`src/hw/rtl/a_weighting_gain_defines.svh`:
```
// Assertion macros shared by the A-weighting gain block.
`ifndef A_WEIGHTING_GAIN_DEFINES_SVH
`define A_WEIGHTING_GAIN_DEFINES_SVH

// Same-cycle implication, disabled while reset is held.
`define AGW_ASSERT_NOW(label, clk, rstn, ante, cons) \
    label: assert property (@(posedge clk) disable iff (!rstn) (ante) |-> (cons)) \
        else $error("a_weighting_gain: same-cycle check failed");

// Next-cycle implication, disabled while reset is held.
`define AGW_ASSERT_NEXT(label, clk, rstn, ante, cons) \
    label: assert property (@(posedge clk) disable iff (!rstn) (ante) |=> (cons)) \
        else $error("a_weighting_gain: next-cycle check failed");

`endif

```
`src/hw/rtl/agw_pkg.sv`:
```
// Widths, constants and types of the A-weighting gain pipeline.
package agw_pkg;

    localparam int MAG_WIDTH  = 32;
    localparam int FREQ_W     = 19;
    localparam int SQ_W       = 2 * FREQ_W;
    localparam int DEN_W      = SQ_W + 1;
    localparam int FRAC_W     = 24;
    localparam int QUO_W      = FRAC_W + 1;
    localparam int DIV_STEPS  = QUO_W;
    localparam int RAD_W      = 2 * FRAC_W;
    localparam int ROOT_W     = FRAC_W;
    localparam int SQRT_STEPS = ROOT_W;
    localparam int SQRT_REM_W = ROOT_W + 2;
    localparam int BOOST_W    = 25;
    localparam int GRAW_W     = FRAC_W + BOOST_W + 1 - 32;
    localparam int GAIN_W     = 19;
    localparam int PROD_W     = MAG_WIDTH + GAIN_W + 1;
    localparam int PIPE_DEPTH = 2 + DIV_STEPS + 1 + SQRT_STEPS + 3;

    // Pole frequencies squared, in Hz^2 / 256.
    localparam logic [DEN_W-1:0] POLE1_SQ = DEN_W'(64'd108636);
    localparam logic [DEN_W-1:0] POLE2_SQ = DEN_W'(64'd2969418);
    localparam logic [DEN_W-1:0] POLE3_SQ = DEN_W'(64'd139391081);
    localparam logic [DEN_W-1:0] POLE4_SQ = DEN_W'(64'd38065570816);

    localparam logic [BOOST_W-1:0] BOOST_Q24    = BOOST_W'(32'd21121264);
    localparam logic [GAIN_W-1:0]  GAIN_MAX_Q16 = GAIN_W'(32'd262144);

    typedef struct packed {
        logic [MAG_WIDTH-1:0] mag;
        logic                 frame_end;
    } side_t;

    typedef struct packed {
        logic [FRAC_W-1:0] a;
        logic [QUO_W-1:0]  c;
    } ac_t;

endpackage

```
`src/hw/rtl/agw_sqrt.sv`:
```
// Pipelined integer square root, one root bit per stage.
module agw_sqrt (
    input  logic                        aclk,
    input  logic                        en,
    input  logic [agw_pkg::RAD_W-1:0]   rad_in,
    output logic [agw_pkg::ROOT_W-1:0]  root_out
);
    import agw_pkg::*;

    logic [SQRT_REM_W-1:0] rem_reg  [SQRT_STEPS];
    logic [ROOT_W-1:0]     root_reg [SQRT_STEPS];
    logic [RAD_W-1:0]      rad_reg  [SQRT_STEPS];

    for (genvar i = 0; i < SQRT_STEPS; i++) begin : g_step
        logic [SQRT_REM_W-1:0] rem_prev;
        logic [ROOT_W-1:0]     root_prev;
        logic [RAD_W-1:0]      rad_prev;
        logic [SQRT_REM_W+1:0] cur;
        logic [SQRT_REM_W+1:0] trial;
        logic [SQRT_REM_W+1:0] diff;
        logic                  take;

        if (i == 0) begin : g_first
            assign rem_prev  = '0;
            assign root_prev = '0;
            assign rad_prev  = rad_in;
        end else begin : g_rest
            assign rem_prev  = rem_reg[i-1];
            assign root_prev = root_reg[i-1];
            assign rad_prev  = rad_reg[i-1];
        end

        // Bring down the next pair of radicand bits and try root*4 + 1.
        assign cur   = {rem_prev, rad_prev[RAD_W-1 -: 2]};
        assign trial = {2'b00, root_prev, 2'b01};
        assign take  = (cur >= trial);
        assign diff  = cur - trial;

        always_ff @(posedge aclk) begin
            if (en) begin
                rem_reg[i]  <= take ? diff[SQRT_REM_W-1:0] : cur[SQRT_REM_W-1:0];
                root_reg[i] <= {root_prev[ROOT_W-2:0], take};
                rad_reg[i]  <= {rad_prev[RAD_W-3:0], 2'b00};
            end
        end
    end

    assign root_out = root_reg[SQRT_STEPS-1];

endmodule

```
`config.mk`:
```
export PLATFORM = sky130hd
export DESIGN_NAME = agw_sqrt
export DESIGN_NICKNAME = d
export VERILOG_FILES = /design/src/hw/rtl/a_weighting_gain_defines.svh /design/src/hw/rtl/agw_pkg.sv /design/src/hw/rtl/agw_sqrt.sv
export SDC_FILE = /design/constraint.sdc
export NUM_CORES = 2
export LEC_CHECK = 0
export BUFFER_PORTS_ARGS = -buffer_cell sky130_fd_sc_hd__buf_2
export CAP_MARGIN = 20
export CORE_UTILIZATION = 63
export DETAILED_ROUTE_END_ITERATION = 12
export PLACE_DENSITY = 0.89
export SYNTH_ARGS = -nofsm -noshare
export SYNTH_HDL_FRONTEND = slang
export SYNTH_SLANG_ARGS = --single-unit
export TNS_END_PERCENT = 10
```
`constraint.sdc`:
```
create_clock -name aclk -period 3.8 [get_ports aclk]
set_input_delay 0.19 -clock aclk [delete_from_list [all_inputs] [get_ports aclk]]
set_output_delay 0.19 -clock aclk [all_outputs]
set_load 0.03 [all_outputs]
```
# [Word-level counts from Yosys, hierarchy flattened]
# Memory sizes are Yosys's and may differ from the RTL's.
# Cells that the tools add are included.
[classes] addsub=24 magnitude_cmp=24 mux=26
[ops] op="$ge A28 B26 Y1" n=23
[ops] op="$mux W26" n=24
[ops] op="$sub A26 B26 Y26" n=23
[ops] op="$sub A2 B1 Y3 const B" n=1
[ops] op="$ge A2 B1 Y1 const B" n=1
[ops] op="$mux W1" n=2
[word_totals] reg_bits=0 ram_bits=2304 word_cells=77 mem_count=3
[mem_list] name="rad_reg" words=24 word_bits=46 read_ports=23 rd_ports_with_merged_regs=0 write_ports=24 line="agw_sqrt.sv:12" rtl="logic [RAD_W-1:0] rad_reg [SQRT_STEPS];"
[mem_list] name="rem_reg" words=24 word_bits=26 read_ports=23 rd_ports_with_merged_regs=0 write_ports=24 line="agw_sqrt.sv:10" rtl="logic [SQRT_REM_W-1:0] rem_reg [SQRT_STEPS];"
[mem_list] name="root_reg" words=24 word_bits=24 read_ports=24 rd_ports_with_merged_regs=0 write_ports=24 line="agw_sqrt.sv:11" rtl="logic [ROOT_W-1:0] root_reg [SQRT_STEPS];"

# [Depth between registers and ports, before layout]
# An unclocked memory read counts as a cell.
[logic_depth] ltp_word=3 ltp_mapped=14 ltp_nobuf=12

# [Worst setup path after synthesis]
# Ideal clock, no wire load.
[synth_timing] path_kind="flip-flop to flip-flop" start="mem rem_reg[2][52] in the netlist's numbering" end="mem rem_reg[2][84] in the netlist's numbering, data pin" setup_time_ns=0.260 arrival_ns=2.912 slack_ns=0.627 path_stages_with_launch=11 period_less_slack_ns=3.173 cell_sequence="edfxtp_1 ha_1 nor2b_1 o31a_1 o41a_1 a211oi_2 nor2_1 o221a_2 a311o_1 buf_6 mux2_4"
[synth_lines] item="start: declaration" line="agw_sqrt.sv:10"

==> flow_summary.ini <==
[timing]
setup_viol = 0
fin_tns_setup_ns = 0
fmax_mhz = 272.7
rsz0062_at_grt = yes
worst_slack_ns = 0.1334
finalCritPeriodShare = 0.9649
slew_headroom = 0.3435
tightest_slew_ns = 0.9847
finalHoldViolations = 0
clock_skew_ns = 0.02852
layout_min_cycle_time_ns = 3.667
maxSlewViolCount = 0

[logic_synthesis]
synth_edf_count = 1415
synth_mux_area_frac = 0.01129
synth_compound_area_frac = 0.08611
ys_seq_area_frac = 0.6529
synth-adder-area-share = 0.06268
synth_top_family_by_area = simple AND/OR/NAND/NOR gates
ys_ff_latch = 1415
synth_warnings = 0
synth-simple-area-share = 0.09540
synth_cell_types = 86
synthCells = 4910
netlist_area_um2 = 65080
async_reset_ff_frac = 0
synth-xor-area-share = 0.06272
syn_nets = 5286
syn-mean-instance-area_um2 = 13.25
synth_top_flop_cell = edfxtp_1

[critical_path]
critPathKind = flip-flop to flip-flop
path_cells = ha_1 > nor2b_1 > o21ai_0 > a21boi_0 > nor4_1 > nor2_1 > o21ai_0 > a21o_1 > inv_1 > buf_4 > o21a_1
reg2regPathDepth = 11
end_kind = flip-flop
regToRegSetupSlack_ns = 0.13
cp_common_cell = o21ai_0
cp_max_fo = 25
crit_required_ns = 4.31
critPathMaxStageDelay_ns = 0.51
cp.arrival_ns = 4.18
startpoint_type = flip-flop
cp_slowest_cell = nor4_1

[cells_and_area]
antennaDiodeCount = 0
fin_util = 0.7121
layout-drive-gt1-share = 0.08606
largest_register_ffs = 563
nNetsFinal = 5547
syn_to_final_growth_pct = 11.65
final_area_um2 = 72660

[drt]
first_pass_iters = 12
drc_errors = 0
routed_wl_mm = 126.7
viasPerCell = 5.989
ant_nets = 0
wl_per_cell_um = 19.04
drt-initial-drc-count = 3786
vias = 39860

[global_routing]
grt_pass1_vias = 39670
grt-ovfl-total = 0
grt_max_degree = 143
grt_usage = 0.2451
grt_first_pass_wirelength_mm = 203.4
antenna_found_initial = 0

[floorplanning]
design.die.area_um2 = 104600
row_count = 117
start_util = 0.6378
die_w_um = 323.4
io_pins = 74
core-area_um2 = 102000
fp.dieH_um = 323.4

[pwr]
vdd_drop_max_mv = 0.4728
power.density_nw_per_um2 = 580.5
p_total_mw = 42.18
power_leakage_nw = 28.01

[clock_network]
ctsLongestPathBuffers = 3
cts.clk_slew.worst_paths_ns = 0.07
cts.sinks = 1415
insertion_delay_ns = 0.77
cts_tree = done
cts_setup_buffers = 0
htree_num_levels = 4
cts_buffers = 142
cts_root_buf = clkbuf_16

[place]
placed_area_um2 = 67500
portBuffers = 73
dp_slack_ns = 0.2281
globalplace.congestion = 0.9647
dpl.hpwl_mm = 83.17

[status]
status = finished, final reports clean

[flow_run]
max-cap-violations = 0

[min_path]
hold_path.class = primary input to flip-flop
hold_depth = 2
stage by stage:
stage                     std cells  hold WS, ns
after floorplan                4910       0.2889
after global placement         6344       0.3670
after detailed placement       6344       0.3681
after CTS                      6653     0.009413
after global routing           6655       0.1200
final                          6655       0.1392
kinds of logic after synthesis:
logic type,Yosys count
AO/OA/AOI/OAI,916
XOR/XNOR,466
adder cells (fa/ha/maj),326
buffers and inverters,486
flip-flops,1415
multiplexers,64
other,1
AND/OR/NAND/NOR,1236
metal layers:
metal  global-route usage  vias up  wire length [µm]  share of wire
met5                    0        -                 0              0
met4              0.08131        0              3389          0.027
met3              0.04101      282              8059          0.064
met2               0.4273     1563             64650           0.51
met1               0.3116    19390             50600           0.40
li1                     -    18630                 -              -
layout by cell type (no fill, tap or decap), types with 92 or more instances in the layout:
cell       instances
a21o_1            92
a21oi_1          345
clkbuf_16        145
edfxtp_1        1415
ha_1             326
inv_1            414
nand2_1          274
nor2_1           322
nor3_1           121
o21ai_0          200
xnor2_1          269
xor2_1           197
cell usage after synthesis (all sizes together), types with 11 or more instances:
library cell  count  area (µm²)
o31ai            24       180.2
o21bai           26       195.2
a31oi            24       150.1
nand3            67       335.3
nor3            122       615.6
clkbuf           47       177.7
xor2            197        1725
buf              25       145.1
nand4b           11       96.34
a211oi           28       225.2
mux2             57       664.4
nor2            322        1209
a21o             92       690.7
o211ai           23       172.7
or3              61       381.6
o21a             65       488.0
a21oi           345        1727
or4              29       225.2
nor4             61       394.1
nand2           274        1028
inv             414        1554
or2              26       162.7
nor3b            12       95.09
nand4            51       325.3
nand3b           20       150.1
and3             26       167.7
xnor2           269        2356
ha              326        4079
nor2b            55       344.1
nand2b           71       444.2
edfxtp         1415       42490
o21ai           202        1015
what timing repair did:
item                                   CTS  global route
hold buffers                            49             1
setup endpoints to repair                0            15
gates resized for setup                  0             3
endpoints found under the hold margin   49            12
where the power goes:
| part | internal (mW) | switching (mW) |
|---|---|---|
| sequential | 19.6 | 1.17 |
| combinational | 3.28 | 4.19 |
| clock | 8.06 | 5.90 |
| total | 30.9 | 11.3 |
cell type report:
class / count / area [µm²]
clock buffer: 173 / 3734
clock inverter: 87 / 900.9
fill: 6197 / 29380
inverter: 414 / 1554
multi-input combinational: 3009 / 20730
sequential: 1415 / 42490
tap: 1368 / 1712
timing repair buffer: 189 / 1539
final timing paths:
check / end / startpoint
setup / recovery: rem_reg[2][134] / rem_reg[2][104]
hold / removal: rad_reg[0][23] / rad_in[23]
setup reg to reg: rem_reg[2][134] / rem_reg[2][104]
hold reg to reg: rad_reg[0][299] / rad_reg[0][251]
worst max-delay path, delay by kind of cell, from the launching register on:
kind                       cells  cell delay, ns
DFF                            1            0.39
and+or+nand+nor                3            0.84
buffers and inverters          2            0.74
AOI/OAI and AO/OA              5            1.07
adders and majority gates      1            0.37
No activity file was read; power rests on OpenSTA's default activity.
