### config.mk
export PLATFORM = sky130hd
export DESIGN_NAME = agw_div
export DESIGN_NICKNAME = d
export VERILOG_FILES = /design/src/hw/rtl/a_weighting_gain_defines.svh /design/src/hw/rtl/agw_pkg.sv /design/src/hw/rtl/agw_div.sv
export SDC_FILE = /design/constraint.sdc
export NUM_CORES = 2
export LEC_CHECK = 0
export ABC_CLOCK_PERIOD_IN_PS = 3900
export BUFFER_PORTS_ARGS = -buffer_cell sky130_fd_sc_hd__buf_2
export CORE_MARGIN = 2
export CORE_UTILIZATION = 30
export DETAILED_ROUTE_END_ITERATION = 10
export PLACE_DENSITY = 0.44
export SLEW_MARGIN = 20
export SYNTH_ARGS = -nofsm -noshare
export SYNTH_HDL_FRONTEND = slang
export SYNTH_SLANG_ARGS = --single-unit
### constraint.sdc
create_clock -name aclk -period 3.9 [get_ports aclk]
set_input_delay 0.585 -clock aclk [delete_from_list [all_inputs] [get_ports aclk]]
set_output_delay 0.585 -clock aclk [all_outputs]
set_load 0.02 [all_outputs]
### src/hw/rtl/a_weighting_gain_defines.svh
// Assertion macros shared by the A-weighting gain block.
`ifndef A_WEIGHTING_GAIN_DEFINES_SVH
`define A_WEIGHTING_GAIN_DEFINES_SVH

// Same-cycle implication, disabled while reset is held.
`define AGW_ASSERT_NOW(label, clk, rstn, ante, cons) \
    label: assert property (@(posedge clk) disable iff (!rstn) (ante) |-> (cons)) \
        else $error("a_weighting_gain: same-cycle check failed");

// Next-cycle implication, disabled while reset is held.
`define AGW_ASSERT_NEXT(label, clk, rstn, ante, cons) \
    label: assert property (@(posedge clk) disable iff (!rstn) (ante) |=> (cons)) \
        else $error("a_weighting_gain: next-cycle check failed");

`endif

### src/hw/rtl/agw_pkg.sv
// Widths, constants and types of the A-weighting gain pipeline.
package agw_pkg;

    localparam int MAG_WIDTH  = 32;
    localparam int FREQ_W     = 19;
    localparam int SQ_W       = 2 * FREQ_W;
    localparam int DEN_W      = SQ_W + 1;
    localparam int FRAC_W     = 24;
    localparam int QUO_W      = FRAC_W + 1;
    localparam int DIV_STEPS  = QUO_W;
    localparam int RAD_W      = 2 * FRAC_W;
    localparam int ROOT_W     = FRAC_W;
    localparam int SQRT_STEPS = ROOT_W;
    localparam int SQRT_REM_W = ROOT_W + 2;
    localparam int BOOST_W    = 25;
    localparam int GRAW_W     = FRAC_W + BOOST_W + 1 - 32;
    localparam int GAIN_W     = 19;
    localparam int PROD_W     = MAG_WIDTH + GAIN_W + 1;
    localparam int PIPE_DEPTH = 2 + DIV_STEPS + 1 + SQRT_STEPS + 3;

    // Pole frequencies squared, in Hz^2 / 256.
    localparam logic [DEN_W-1:0] POLE1_SQ = DEN_W'(64'd108636);
    localparam logic [DEN_W-1:0] POLE2_SQ = DEN_W'(64'd2969418);
    localparam logic [DEN_W-1:0] POLE3_SQ = DEN_W'(64'd139391081);
    localparam logic [DEN_W-1:0] POLE4_SQ = DEN_W'(64'd38065570816);

    localparam logic [BOOST_W-1:0] BOOST_Q24    = BOOST_W'(32'd21121264);
    localparam logic [GAIN_W-1:0]  GAIN_MAX_Q16 = GAIN_W'(32'd262144);

    typedef struct packed {
        logic [MAG_WIDTH-1:0] mag;
        logic                 frame_end;
    } side_t;

    typedef struct packed {
        logic [FRAC_W-1:0] a;
        logic [QUO_W-1:0]  c;
    } ac_t;

endpackage

### src/hw/rtl/agw_div.sv
// Pipelined restoring divider: one quotient bit per stage, num < den or num == den.
module agw_div (
    input  logic                        aclk,
    input  logic                        en,
    input  logic [agw_pkg::DEN_W-1:0]   num_in,
    input  logic [agw_pkg::DEN_W-1:0]   den_in,
    output logic [agw_pkg::QUO_W-1:0]   quo_out
);
    import agw_pkg::*;

    logic [DEN_W-1:0] rem_reg [DIV_STEPS];
    logic [DEN_W-1:0] den_reg [DIV_STEPS];
    logic [QUO_W-1:0] quo_reg [DIV_STEPS];

    for (genvar j = 0; j < DIV_STEPS; j++) begin : g_step
        logic [DEN_W:0]   part;
        logic [DEN_W-1:0] den_cur;
        logic [QUO_W-1:0] quo_cur;
        logic             take;
        logic [DEN_W:0]   diff;

        if (j == 0) begin : g_first
            assign part    = {1'b0, num_in};
            assign den_cur = den_in;
            assign quo_cur = '0;
        end else begin : g_rest
            assign part    = {rem_reg[j-1], 1'b0};
            assign den_cur = den_reg[j-1];
            assign quo_cur = quo_reg[j-1];
        end

        assign take = (part >= {1'b0, den_cur});
        assign diff = part - {1'b0, den_cur};

        always_ff @(posedge aclk) begin
            if (en) begin
                rem_reg[j] <= take ? diff[DEN_W-1:0] : part[DEN_W-1:0];
                den_reg[j] <= den_cur;
                quo_reg[j] <= {quo_cur[QUO_W-2:0], take};
            end
        end
    end

    assign quo_out = quo_reg[DIV_STEPS-1];

endmodule

* Word level (Yosys, flattened, before mapping)
Memories as Yosys holds them, arrays and structs flattened.
Index checks and enable logic that the tools add are counted.
** Word-level totals
- Input bits :: 80
- Memories kept :: 3
- Bits in latches :: 0
- Output and inout bits :: 25
- Word-level logic and storage cells :: 80
- ROM bits :: 0
- Memory bits (writable) :: 2575
- Register bits :: 0
** Operators by class
- $mul :: 0
- $lt $le $gt $ge :: 25
- Shift operators :: 0
- Reduce and logical (&&, ||, !) cells :: 0
- Divide/modulo/power cells :: 0
- Eq/ne operators :: 0
- Bitwise logic cells :: 0
- Multiplexer cells :: 27
- Add/sub/neg operators :: 25
** Memory list
- den_reg :: words 25, bits a word 39, read ports 24, clocked after Yosys merged registers in 0, write ports 25, line agw_div.sv:12 : logic [DEN_W-1:0] den_reg [DIV_STEPS];
- rem_reg :: words 25, bits a word 39, read ports 24, clocked after Yosys merged registers in 0, write ports 25, line agw_div.sv:11 : logic [DEN_W-1:0] rem_reg [DIV_STEPS];
- quo_reg :: words 25, bits a word 25, read ports 25, clocked after Yosys merged registers in 0, write ports 25, line agw_div.sv:13 : logic [QUO_W-1:0] quo_reg [DIV_STEPS];
** Operators by type and width (count)
- 39-bit two-way mux :: 25
- 39-bit subtractor :: 25
- 40-bit by 39-bit >= comparator with 1-bit output :: 24
- 39-bit >= comparator :: 1
- 1-bit two-way mux :: 2

* Longest topological paths before layout
An unclocked memory read counts as a cell.
- Word-level depth :: 3
- Mapped depth :: 17
- Mapped depth without buffers :: 16

* Least setup slack after synthesis
OpenSTA, ideal clock, no wires.
- Path kind :: register to register
- Start :: memory rem_reg[2][78] in the netlist's numbering
- End :: memory rem_reg[2][118] in the netlist's numbering (data pin)
- Buffers on the path :: 1
- Data required time :: 3.640 ns
- Setup time :: 0.260 ns
- Setup slack :: -0.278 ns
- Stages on the path, launching flop included :: 15
- Data arrival time :: 3.918 ns
- Period minus slack after synthesis :: 4.178 ns
- Path through :: edfxtp_1 > fa_1 > a21o_1 > a21o_1 > a211oi_2 > o31ai_1 > a221o_1 > a31o_2 > a221oi_4 > o21ai_2 > a41oi_2 > nand2_2 > a2111oi_4 > buf_6 > mux2_2
** RTL lines (line)
- start: declaration :: agw_div.sv:11

==> impl_metrics.csv <==
group,metric,value,unit
logic_synthesis,yosysWarnings,0,
finish,nets,14500,
power,intPower,88.7,mW
logic_synthesis,ys_seq_area_frac,0.520,
sta,min_period,4.37,ns
power,power,144,mW
finish,drive_above_1_share,0.226,
placement,place_ws,-0.732,ns
cts,cts_tree,"built",
sta,finalSetupViolCount,228,
cts,cts.sinks,2197,
sta,maxSlewViolCount,0,
die,die_area,428000,um2
placement,io_buffers,104,
global_routing,grt_pass1_wl,565000,um
cts,h-tree-depth,5,
power,switching_share,0.386,
detailed_routing,vias,94700,
global_routing,grt_pass1_vias,98300,
power,clockPowerShare,0.182,
critical_path,cp.arrival,4.98,ns
run_status,violations,"negative setup slack",
logic_synthesis,yosysMostFrequentCell,"edfxtp_1",
detailed_routing,wl_per_cell,19.5,um
detailed_routing,ant_nets,0,
logic_synthesis,synth_top_area_frac,0.520,
finish,area_growth,27.6,%
cts,root_buffer,"clkbuf_16",
logic_synthesis,synth-async-reset-ratio,0,
die,die_x,655,um
sta,fin_crit_sh,1.12,
finish,instances_no_fill,19300,
run_status,outcome,"finished, violations left",
critical_path,crit_fanout,5,
critical_path,crit_path_end_kind,"flop",
sta,fin_tns_setup,-35.34,ns
placement,numPlacedInstances,18400,
finish,fin_area,162000,um2
placement,hpwl,275000,um
cts,cts-buffers-inserted,280,
die,core-area,421000,um2
logic_synthesis,ys_top_cells_by_area,"edfxtp_1, ha_1, a21oi_1",
cts,path_clk_slew,0.06,ns
cts,clk_latency,0.92,ns
critical_path,startpoint_type,"flop",
detailed_routing,viasPerCell,4.91,
sta,fmax,229,MHz
placement,place.gp.congestion,0.889,
finish,fin_util,0.385,
global_routing,antenna_found_initial,5,
detailed_routing,drt_pass1_iterations,8,
logic_synthesis,syn_inst,11700,
die,num_rows,238,
logic_synthesis,ys_top_cells_by_count,"edfxtp_1, inv_1, a21oi_1",
worst_hold_path,hp-class,"in -> reg",
power,p_leak,67.9,nW
cts,clockBufferDepth,4,
logic_synthesis,syn_area,127000,um2
global_routing,grt_overflow_total,0,
power,combPwrFrac,0.542,
die,initial_core_util,0.302,
sta,rsz0062_at_grt,"true",
sta,final-hold-violation-count,0,
detailed_routing,route.detailed.drc,0,
logic_synthesis,synth_edf_count,2197,
detailed_routing,drt_iter0_markers,5065,
global_routing,track_usage,0.168,
sta,worst_pin_slew,1.16,ns
sta,max_slew_margin,0.220,
power,p_switching,55.8,mW
logic_synthesis,yosysTopAreaCell,"edfxtp_1",
detailed_routing,routed_wl,376000,um
die,die_h,655,um
placement,dpl_cell_area,144000,um2
critical_path,cp.required,4.51,ns
power,ir_worst_vdd,525,uV
logic_synthesis,syn_area_per_cell,10.9,um2
critical_path,crit_type,"reg -> reg",
sta,skew,0.0656,ns
logic_synthesis,yosysUniqueCellTypes,87,
job,maxCapViolCount,0,
sta,fin_hold_ws,0.0939,ns
logic_synthesis,ys.flop_type,"edfxtp_1",
logic_synthesis,synth_fp_nets,12700,
global_routing,grt_max_degree,96,
power,p_per_area,891,nW/um2
power,seq_power_share,0.277,
sta,setup_ws,-0.470,ns
die,io_pins,105,
logic_synthesis,ys_ff_latch,2197,
-- area by class of cell --
| type | instances | area, um2 |
|---|---|---|
| clock buffers | 330 | 7410 |
| well taps | 5640 | 7060 |
| fillers | 40600 | 259000 |
| repair buffers | 1817 | 16400 |
| flip-flops and latches | 2197 | 66000 |
| clock inverters | 171 | 1810 |
| diodes | 5 | 12.5 |
| multi-input cells | 7953 | 59000 |
| inverters | 1180 | 4430 |
-- cells in the final DEF (no fill, tap or decap), types with 47 or more instances in the layout --
cell	instances
o21a_1	101
buf_12	97
nand2_1	784
xnor2_1	487
edfxtp_1	2197
o21ai_0	630
xor2_1	348
clkinv_1	61
clkbuf_16	320
nand2b_1	127
mux2_4	89
and2_1	47
o21ai_1	98
nor3_1	89
mux2_2	185
a21oi_2	86
nand4_1	165
dlygate4sd3_1	66
ha_1	961
and3_1	88
a21o_1	536
nor2b_1	133
buf_6	59
nand3_1	177
o21ai_2	139
a31oi_1	74
buf_2	103
o21bai_1	134
buf_4	1388
a21oi_1	1036
nor2_1	622
inv_1	1155
-- logic make-up after synthesis --
logic type	Yosys count	share of synthesized area
AO/OA/AOI/OAI	3345	0.161
XOR/XNOR	836	0.0577
adder cells (fa/ha/maj)	998	0.0998
buffers and inverters	1515	0.0452
flip-flops	2197	0.520
multiplexers	276	0.0245
AND/OR/NAND/NOR	2498	0.0919
-- timing repair --
item / CTS / global route
hold endpoints to repair: 67 / 0
buffers inserted: 137 / 133
gates resized for setup: 639 / 655
pin swaps: 202 / 262
hold buffers: 67 / 0
gates cloned: 43 / 35
endpoints found under the setup margin: 780 / 808
-- path summary, 6_finish.rpt --
check,from,to,slack [ns],cells after the start
setup / recovery,den_reg[2][79],rem_reg[2][153],-0.47,17
setup reg to reg,den_reg[2][79],rem_reg[2][153],-0.47,17
hold / removal,num_in[17],rem_reg[0][17],0.09,2
hold reg to reg,quo_reg[0][26],quo_reg[0][52],0.39,0
-- power by group through the flow --
stage / Sequential, mW / Combinational [mW] / Clock, mW
6_report: 40.0 / 78.2 / 26.2
5_1_grt: 40.6 / 85.6 / 28.0
4_1_cts: 40.0 / 73.7 / 27.2
3_5_place_dp: 40.4 / 65.8 / 0
3_3_place_gp: 40.5 / 65.1 / 0
2_1_floorplan: 38.2 / 43.2 / 0
-- critical path, cell delays in order (launching register included) --
cell       delay, ns
edfxtp_1        0.35
inv_2           0.06
fa_2            0.39
a21o_1          0.16
a21o_1          0.21
a211oi_4        0.30
o31ai_4         0.11
a221o_1         0.38
a31o_4          0.26
a221oi_4        0.30
o21ai_2         0.11
a41oi_2         0.24
nand2_2         0.09
a2111oi_4       0.30
buf_6           0.16
buf_12          0.13
clkbuf_16       0.18
mux2_4          0.30
-- per-layer routing --
| layer | global-route usage | vias to the layer above | wire length [um] |
|---|---|---|---|
| li1 | - | 46100 | - |
| met1 | 0.184 | 46100 | 147000 |
| met2 | 0.320 | 1719 | 198000 |
| met3 | 0.0208 | 813 | 12000 |
| met4 | 0.0725 | 2 | 19100 |
| met5 | 0 | - | 12 |
(Power assumes the default switching activity.)
